==> src/sv/assert_macros.svh <==
// assertion helpers shared by the rtl
`ifndef ASSERT_MACROS_SVH
`define ASSERT_MACROS_SVH

// concurrent check on the rising clock, masked during reset
`define ASSERT_CLK(label, clk, rst_n, prop, msg) \
  label: assert property (@(posedge clk) disable iff (!rst_n) (prop)) else $error(msg);

// concurrent check that also runs while reset is low
`define ASSERT_ALWAYS(label, clk, prop, msg) \
  label: assert property (@(posedge clk) (prop)) else $error(msg);

`endif

==> src/sv/rse_pkg.sv <==
package rse_pkg;

  localparam int unsigned XLEN      = 64;
  localparam int unsigned REG_COUNT = 32;
  localparam int unsigned RA_W      = 5;
  localparam int unsigned CFG_COUNT = 7;

  // register indexes of the architectural registers loaded on start
  localparam logic [RA_W-1:0] REG_RA = 5'd1;
  localparam logic [RA_W-1:0] REG_SP = 5'd2;
  localparam logic [RA_W-1:0] REG_A0 = 5'd10;
  localparam logic [RA_W-1:0] REG_A1 = 5'd11;
  localparam logic [RA_W-1:0] REG_A2 = 5'd12;
  localparam logic [RA_W-1:0] REG_A3 = 5'd13;

  // configuration register indexes
  localparam logic [2:0] CFG_START_PC  = 3'd0;
  localparam logic [2:0] CFG_STOP_PC   = 3'd1;
  localparam logic [2:0] CFG_STACK_TOP = 3'd2;
  localparam logic [2:0] CFG_ARG0      = 3'd3;
  localparam logic [2:0] CFG_ARG1      = 3'd4;
  localparam logic [2:0] CFG_ARG2      = 3'd5;
  localparam logic [2:0] CFG_ARG3      = 3'd6;

  // opcodes and function codes
  localparam logic [6:0] OPC_OP     = 7'b0110011;
  localparam logic [6:0] OPC_OPIMM  = 7'b0010011;
  localparam logic [6:0] OPC_BRANCH = 7'b1100011;
  localparam logic [6:0] OPC_LOAD   = 7'b0000011;
  localparam logic [6:0] OPC_STORE  = 7'b0100011;
  localparam logic [6:0] OPC_JAL    = 7'b1101111;
  localparam logic [6:0] OPC_JALR   = 7'b1100111;
  localparam logic [6:0] OPC_OP32   = 7'b0111011;
  localparam logic [6:0] F7_BASE    = 7'b0000000;
  localparam logic [6:0] F7_ALT     = 7'b0100000;
  localparam logic [6:0] F7_MUL     = 7'b0000001;

  localparam logic [2:0] F3_ADD  = 3'd0;
  localparam logic [2:0] F3_SLL  = 3'd1;
  localparam logic [2:0] F3_SR   = 3'd5;
  localparam logic [2:0] F3_AND  = 3'd7;
  localparam logic [2:0] F3_BEQ  = 3'd0;
  localparam logic [2:0] F3_BNE  = 3'd1;
  localparam logic [2:0] F3_BLT  = 3'd4;
  localparam logic [2:0] F3_BGE  = 3'd5;
  localparam logic [2:0] F3_BYTE = 3'd0;
  localparam logic [2:0] F3_WORD = 3'd2;
  localparam logic [2:0] F3_DBL  = 3'd3;

  typedef enum logic [1:0] {
    ACT_START = 2'd0,
    ACT_EXEC  = 2'd1,
    ACT_LRET  = 2'd2,
    ACT_NOP   = 2'd3
  } action_t;

  typedef enum logic [1:0] {
    MOP_NONE  = 2'd0,
    MOP_READ  = 2'd1,
    MOP_WRITE = 2'd2
  } mem_op_t;

  typedef enum logic [1:0] {
    MSZ_BYTE = 2'd0,
    MSZ_WORD = 2'd1,
    MSZ_DBL  = 2'd2
  } mem_size_t;

  typedef enum logic [1:0] {
    FLT_NONE   = 2'd0,
    FLT_OPCODE = 2'd1,
    FLT_FUNCT  = 2'd2
  } fault_t;

  typedef enum logic [2:0] {
    CLS_ALU    = 3'd0,
    CLS_LOAD   = 3'd1,
    CLS_STORE  = 3'd2,
    CLS_JUMP   = 3'd3,
    CLS_BTAKEN = 3'd4,
    CLS_BNOT   = 3'd5,
    CLS_NONE   = 3'd6
  } iclass_t;

  // result beat fields except the register value
  typedef struct packed {
    logic [XLEN-1:0] next_pc;
    logic            halted;
    mem_op_t         mem_op;
    logic [XLEN-1:0] mem_addr;
    mem_size_t       mem_size;
    logic [XLEN-1:0] store_data;
    fault_t          fault;
    iclass_t         instr_class;
  } exec_res_t;

  // register file write request
  typedef struct packed {
    logic            en;
    logic            start;
    logic [RA_W-1:0] addr;
    logic [XLEN-1:0] data;
  } rf_wr_t;

  // control state update from one beat
  typedef struct packed {
    logic [XLEN-1:0] pc;
    logic            stopped;
    logic            pend;
    logic [RA_W-1:0] pdest;
    mem_size_t       psize;
  } ctl_upd_t;

endpackage

==> src/sv/rse_exec.sv <==
module rse_exec
  import rse_pkg::*;
(
  input  action_t         action,
  input  logic [31:0]     iw,
  input  logic [XLEN-1:0] load_value,
  input  logic [XLEN-1:0] op_a,
  input  logic [XLEN-1:0] op_b,
  input  logic [XLEN-1:0] mul_prod,
  input  logic [XLEN-1:0] start_pc,
  input  logic [XLEN-1:0] stop_pc,
  input  ctl_upd_t        ctl,
  output logic            is_mul,
  output exec_res_t       res,
  output ctl_upd_t        ctl_nxt,
  output rf_wr_t          wr
);

  logic [6:0]      opc;
  logic [RA_W-1:0] rd;
  logic [2:0]      f3;
  logic [6:0]      f7;
  logic [5:0]      f6;
  logic [5:0]      shi;
  logic [XLEN-1:0] immi;
  logic [XLEN-1:0] imms;
  logic [XLEN-1:0] immb;
  logic [XLEN-1:0] immj;
  logic [XLEN-1:0] npc;
  logic [XLEN-1:0] alu;
  logic [XLEN-1:0] a_w;
  logic [31:0]     sllw;
  logic            live;
  logic            wr_alu;
  logic            taken;
  fault_t          flt;
  mem_size_t       msz;
  exec_res_t       dres;

  // instruction fields and immediates
  assign opc  = iw[6:0];
  assign rd   = iw[11:7];
  assign f3   = iw[14:12];
  assign f7   = iw[31:25];
  assign f6   = iw[31:26];
  assign shi  = iw[25:20];
  assign immi = {{(XLEN-12){iw[31]}}, iw[31:20]};
  assign imms = {{(XLEN-12){iw[31]}}, iw[31:25], iw[11:7]};
  assign immb = {{(XLEN-13){iw[31]}}, iw[31], iw[7], iw[30:25], iw[11:8], 1'b0};
  assign immj = {{(XLEN-21){iw[31]}}, iw[31], iw[19:12], iw[20], iw[30:21], 1'b0};
  assign a_w  = {{(XLEN-32){op_a[31]}}, op_a[31:0]};
  assign sllw = op_a[31:0] << op_b[4:0];

  assign live   = (action == ACT_EXEC) && !ctl.stopped && !ctl.pend;
  assign is_mul = live && (opc == OPC_OP) && (f3 == F3_ADD) && (f7 == F7_MUL);

  // access size from funct3
  always_comb begin
    case (f3)
      F3_BYTE: msz = MSZ_BYTE;
      F3_WORD: msz = MSZ_WORD;
      default: msz = MSZ_DBL;
    endcase
  end

  // decode and execute one instruction
  always_comb begin
    dres             = '0;
    dres.instr_class = CLS_NONE;
    dres.mem_op      = MOP_NONE;
    dres.mem_size    = MSZ_BYTE;
    dres.fault       = FLT_NONE;
    flt              = FLT_NONE;
    alu              = '0;
    wr_alu           = 1'b0;
    taken            = 1'b0;
    npc              = ctl.pc + XLEN'(4);
    case (opc)
      OPC_OP: begin
        dres.instr_class = CLS_ALU;
        wr_alu           = 1'b1;
        if (f3 == F3_ADD && f7 == F7_BASE) begin
          alu = op_a + op_b;
        end else if (f3 == F3_ADD && f7 == F7_ALT) begin
          alu = op_a - op_b;
        end else if (f3 == F3_ADD && f7 == F7_MUL) begin
          alu = mul_prod;
        end else if (f3 == F3_SLL && f7 == F7_BASE) begin
          alu = op_a << op_b[5:0];
        end else if (f3 == F3_SR && f7 == F7_BASE) begin
          alu = op_a >> op_b[5:0];
        end else if (f3 == F3_SR && f7 == F7_ALT) begin
          alu = XLEN'($signed(op_a) >>> op_b[5:0]);
        end else if (f3 == F3_AND && f7 == F7_BASE) begin
          alu = op_a & op_b;
        end else begin
          flt = FLT_FUNCT;
        end
      end
      OPC_OPIMM: begin
        dres.instr_class = CLS_ALU;
        wr_alu           = 1'b1;
        if (f3 == F3_ADD) begin
          alu = op_a + immi;
        end else if (f3 == F3_SLL && f6 == 6'd0) begin
          alu = op_a << shi;
        end else if (f3 == F3_SR && f6 == 6'd0) begin
          alu = op_a >> shi;
        end else begin
          flt = FLT_FUNCT;
        end
      end
      OPC_OP32: begin
        dres.instr_class = CLS_ALU;
        wr_alu           = 1'b1;
        if (f3 == F3_SLL && f7 == F7_BASE) begin
          alu = {{(XLEN-32){sllw[31]}}, sllw};
        end else if (f3 == F3_SR && f7 == F7_ALT) begin
          alu = XLEN'($signed(a_w) >>> op_b[4:0]);
        end else begin
          flt = FLT_FUNCT;
        end
      end
      OPC_BRANCH: begin
        case (f3)
          F3_BEQ:  taken = (op_a == op_b);
          F3_BNE:  taken = (op_a != op_b);
          F3_BLT:  taken = ($signed(op_a) < $signed(op_b));
          F3_BGE:  taken = ($signed(op_a) >= $signed(op_b));
          default: flt = FLT_FUNCT;
        endcase
        if (taken) begin
          npc = ctl.pc + immb;
        end
        dres.instr_class = taken ? CLS_BTAKEN : CLS_BNOT;
      end
      OPC_LOAD: begin
        dres.instr_class = CLS_LOAD;
        if (f3 == F3_BYTE || f3 == F3_WORD || f3 == F3_DBL) begin
          dres.mem_op   = MOP_READ;
          dres.mem_addr = op_a + immi;
          dres.mem_size = msz;
        end else begin
          flt = FLT_FUNCT;
        end
      end
      OPC_STORE: begin
        dres.instr_class = CLS_STORE;
        if (f3 == F3_BYTE || f3 == F3_WORD || f3 == F3_DBL) begin
          dres.mem_op   = MOP_WRITE;
          dres.mem_addr = op_a + imms;
          dres.mem_size = msz;
          case (msz)
            MSZ_BYTE: dres.store_data = {{(XLEN-8){1'b0}}, op_b[7:0]};
            MSZ_WORD: dres.store_data = {{(XLEN-32){1'b0}}, op_b[31:0]};
            default:  dres.store_data = op_b;
          endcase
        end else begin
          flt = FLT_FUNCT;
        end
      end
      OPC_JAL: begin
        dres.instr_class = CLS_JUMP;
        wr_alu           = 1'b1;
        alu              = npc;
        npc              = ctl.pc + immj;
      end
      OPC_JALR: begin
        dres.instr_class = CLS_JUMP;
        if (f3 == 3'd0) begin
          wr_alu = 1'b1;
          alu    = npc;
          npc    = (op_a + immi) & ~XLEN'(1);
        end else begin
          flt = FLT_FUNCT;
        end
      end
      default: begin
        flt = FLT_OPCODE;
      end
    endcase
    // a fault cancels the memory request and the class
    if (flt != FLT_NONE) begin
      dres             = '0;
      dres.instr_class = CLS_NONE;
      dres.mem_op      = MOP_NONE;
      dres.mem_size    = MSZ_BYTE;
      dres.fault       = flt;
    end
    if (!live) begin
      dres             = '0;
      dres.instr_class = CLS_NONE;
      dres.mem_op      = MOP_NONE;
      dres.mem_size    = MSZ_BYTE;
      dres.fault       = FLT_NONE;
    end
  end

  // state update and register write
  always_comb begin
    res      = dres;
    ctl_nxt  = ctl;
    wr       = '0;
    wr.addr  = rd;
    wr.data  = alu;
    case (action)
      ACT_START: begin
        wr.start        = 1'b1;
        ctl_nxt.pc      = start_pc;
        ctl_nxt.pend    = 1'b0;
        ctl_nxt.stopped = (start_pc == stop_pc);
      end
      ACT_LRET: begin
        if (ctl.pend) begin
          wr.en        = 1'b1;
          wr.addr      = ctl.pdest;
          ctl_nxt.pend = 1'b0;
          case (ctl.psize)
            MSZ_BYTE: wr.data = {{(XLEN-8){load_value[7]}}, load_value[7:0]};
            MSZ_WORD: wr.data = {{(XLEN-32){load_value[31]}}, load_value[31:0]};
            default:  wr.data = load_value;
          endcase
        end
      end
      ACT_EXEC: begin
        if (live) begin
          if (dres.fault != FLT_NONE) begin
            ctl_nxt.stopped = 1'b1;
          end else begin
            wr.en      = wr_alu;
            ctl_nxt.pc = npc;
            if (npc == stop_pc) begin
              ctl_nxt.stopped = 1'b1;
            end
            if (dres.mem_op == MOP_READ) begin
              ctl_nxt.pend  = 1'b1;
              ctl_nxt.pdest = rd;
              ctl_nxt.psize = dres.mem_size;
            end
          end
        end
      end
      default: begin
        ctl_nxt = ctl;
      end
    endcase
    res.next_pc = ctl_nxt.pc;
    res.halted  = ctl_nxt.stopped;
  end

endmodule

==> config.mk <==
export PLATFORM = sky130hd
export DESIGN_NAME = rse_exec
export DESIGN_NICKNAME = d
export VERILOG_FILES = /design/src/sv/assert_macros.svh /design/src/sv/rse_pkg.sv /design/src/sv/rse_exec.sv
export SDC_FILE = /design/constraint.sdc
export NUM_CORES = 2
export LEC_CHECK = 0
export ABC_CLOCK_PERIOD_IN_PS = 6090
export BUFFER_PORTS_ARGS = -buffer_cell sky130_fd_sc_hd__buf_2
export CAP_MARGIN = 20
export CORE_ASPECT_RATIO = 0.6
export CORE_MARGIN = 2
export CORE_UTILIZATION = 40
export DETAILED_ROUTE_END_ITERATION = 6
export PLACE_DENSITY = 0.66
export SYNTH_ARGS = -nofsm -noshare
export SYNTH_HDL_FRONTEND = slang
export SYNTH_SLANG_ARGS = --single-unit
==> constraint.sdc <==
create_clock -name vclk -period 6.09
set_clock_uncertainty 0.15 [all_clocks]
set_input_delay 0.609 -clock vclk [all_inputs]
set_output_delay 0.609 -clock vclk [all_outputs]
set_load 0.01 [all_outputs]
==> impl_metrics.ini, run 1 <==
[synth]
ys_seq_area_share_pct = 0
synthTopCellsByArea = a21oi_1 9.0%, o21ai_0 7.3%, mux2i_1 7.1%
yosysWarnings = 0
synthCells = 7980
synth_most_common_cell = nor2_1
yosysTopAreaCell = a21oi_1
synth_top_cells_by_count = 952 x nor2_1, 910 x a21oi_1, 737 x o21ai_0
netlist_area_mm2 = 0.0506
synth_area_per_cell_um2 = 6.35
synth_top_area_share_pct = 8.99
synthDistinctLibCells = 109
syn_nets = 8755

[global_route]
grt_usage_pct = 75.8
grt_start_max_net_pins = 179
grt_pass1_wl_um = 690000
grt-ovfl-total = 1
grt_pass1_vias = 81936

[placement]
gp_congestion = 1.51
io_buffers = 838
place_area_mm2 = 0.0680
dp_hpwl_um = 418000

[floorplan]
start_util_pct = 40.2
ios = 838
die_w_um = 463
rows = 101
fp.dieH_um = 280

[outcome]
outcome = aborted with a tool error
haltStage = 5_1_grt
firstError = [ERROR GRT-0116] Global routing finished with congestion. Check the congestion regions in the DRC Viewer.

[clock_network]
ctsHoldBuffers = 0
timing repair:
action | in CTS
gates resized for setup | 64
pin swaps | 10
cloned | 0
setup buffers | 2
endpoints found under the setup margin | 8
logic make-up after synthesis:
| logic type | count (synthesis) | share of synthesized area [%] |
|---|---|---|
| XOR/XNOR | 332 | 5.74 |
| AO/OA/AOI/OAI | 3109 | 39.4 |
| multiplexers | 587 | 14.9 |
| adder cells (fa/ha/maj) | 284 | 7.11 |
| buffers and inverters | 1001 | 8.25 |
| AND/OR/NAND/NOR | 2667 | 24.6 |
metrics by stage:
step	std cells	utilization (%)	setup TNS, ns	setup slack, ns	hold slack, ns
floorplan	7980	-	0	0.00782	1.18
detailed placement	11513	53.9	-2.42	-0.890	1.35
CTS	11515	54.2	0	0.00400	1.35
global placement	11513	53.9	-2.89	-1.05	1.35
per-layer routing:
metal,global-route usage [%],overflow
met5,61.9,0
met4,57.7,0
met3,68.9,1
met2,81.7,0
met1,83.0,0
==> inputs of run 2 (changes only) <==
- ABC_CLOCK_PERIOD_IN_PS: 6090 -> 7900
- CORE_ASPECT_RATIO: 0.6 -> not set
- CORE_UTILIZATION: 40 -> 25
- PLACE_DENSITY: 0.66 -> not set
- PLACE_DENSITY_LB_ADDON: not set -> 0.15
- clock period: 6.09 -> 7.9 ns (I/O delays scaled with it)
==> impl_metrics.ini, run 2 <==
[floorplan]
fp.dieH_um = 454
rows = 165
die_area_mm2 = 0.206
start_util_pct = 25.1
coreArea_mm2 = 0.202
ios = 838
die_w_um = 454

[worst_setup_path]
cp.arrival_ns = 7.13
path_delay_family = simple AND/OR/NAND/NOR gates
cp_slowest_stage_delay_ns = 0.54
crit_chain = buf_4, buf_12, ha_1, buf_4, nand2_1, nor2_1, a22oi_1, buf_4, nor3b_2, o21ai_0, xnor2_1, buf_4, or3_1, o211a_1, o211ai_1, buf_4, xor2_1, a2111oi_2, and4_1, nand4_1, nand2_1, buf_2
path_max_fanout = 18
slowest_stage = a2111oi_2
crit_type = primary input to primary output
critPathBufInv = 7
worst_setup_path_start_kind = primary input
cp.required_ns = 6.96
cpMostUsedCell = buf_4
crit_path_end_kind = primary output

[sta]
fin_crit_sh_pct = 102
min_period_ns = 8.07
rsz0062_at_grt = false
maxSlewHeadroom_pct = 9.70
fmax_ghz = 0.124
setup_viol = 2
setup_ws_ns = -0.169
drv_slew = 0
worst_slew_pin_slew_ns = 1.35
hold_ws_ns = 1.71
hold_violations = 0

[synth]
synthCells = 7980
yosysTopAreaCell = a21oi_1
syn_nets = 8755
synthDistinctLibCells = 109
synth_most_common_cell = nor2_1
yosysWarnings = 0
synth_top_cells_by_count = 952 x nor2_1, 910 x a21oi_1, 737 x o21ai_0
synth_top_area_share_pct = 8.99
ys_seq_area_share_pct = 0
synth_area_per_cell_um2 = 6.35
netlist_area_mm2 = 0.0506
synthTopCellsByArea = a21oi_1 9.0%, o21ai_0 7.3%, mux2i_1 7.1%

[cells_and_area]
multiInputGateArea_mm2 = 0.0468
fin_cells = 11767
clock_buffers = 0
fin_util_pct = 31.3
layout.cells.most_common = nor2_1
layout_common_cells = 941 x nor2_1, 911 x buf_4, 905 x a21oi_1
register_area_um2 = 0
seq_cell_count = 0
layout-drive-gt1-share_pct = 24.5
fin_nets = 9796
area_growth_pct = 24.8
fillers = 22885

[route]
via_per_inst = 6.76
drtAntennaViolNets = 0
drtIter0Drc = 10845
vias = 79515
wirelength_um = 557000
first_pass_iters = 6
wl_per_cell_um = 47.4
drc = 0

[global_route]
grt_pass1_wl_um = 717000
grt_usage_pct = 51.5
grt_pass1_vias = 74318
grt-ovfl-total = 0
grt_start_max_net_pins = 179
antenna_found_initial = 90

[outcome]
violations = negative setup slack
outcome = complete, but fails checks

[job]
drv_cap = 0

[placement]
gp_congestion = 1.11
io_buffers = 838
post-place-cells = 11675
dp_hpwl_um = 463000
post-place-ws_ns = -0.584

[worst_hold_path]
whs_path_depth = 3
hold_class = primary input to primary output
holdPathEnd = wr[1]
min_from = load_value[1]

[clock_network]
ctsHoldBuffers = 0
==> run 2: cell counts after synthesis <==
Identical to the previous run, type by type.
==> run 2: tightest hold or removal path: cells and delay by family <==
family	cells	cell delay [ns]
AOI/OAI and AO/OA	1	0.09
buffers and inverters	2	0.18
==> run 2: worst max path at each step <==
stage	end	depth (start not counted)	startpoint
after CTS	ctl_nxt[8]	22	iw[31]
after detailed placement	ctl_nxt[8]	22	iw[31]
after floorplan	res[137]	23	op_b[2]
final	ctl_nxt[8]	22	iw[31]
after global placement	res[137]	22	iw[31]
after global routing	ctl_nxt[8]	21	iw[31]
==> run 2: cell type report <==
class | count | area share (%)
Multi-Input combinational cell | 6979 | 74.0
Inverter | 246 | 1.47
Timing Repair Buffer | 1794 | 19.0
Tap cell | 2672 | 5.29
Antenna cell | 76 | 0.301
==> run 2: what timing repair did <==
action                                  in CTS  in global routing
setup buffers                                0                  1
resized for setup                            3                  4
endpoints found under the setup margin       2                  2
pin swaps                                    0                  1
==> run 2: routing by layer <==
metal  GRT usage (%)  wire (µm)  up-vias
met5               0        170        -
li1                -          -    32242
met2            77.5     234000     6126
met3            15.7      54600     2030
met4            58.0      77500       26
met1            54.2     191000    39091
==> run 2: through the flow <==
stage / setup TNS (ns) / area, µm²
after global routing: 0 / 63100
after floorplan: 0 / 50600
after global placement: -1.13 / 62800
after detailed placement: -1.17 / 62800
final: -0.336 / 63200
after CTS: 0 / 62800
==> run 2: cell families after synthesis <==
group | share of synthesized area, %
AO/OA/AOI/OAI | 39.4
AND/OR/NAND/NOR | 24.6
buffers and inverters | 8.25
multiplexers | 14.9
XOR/XNOR | 5.74
adder cells (fa/ha/maj) | 7.11
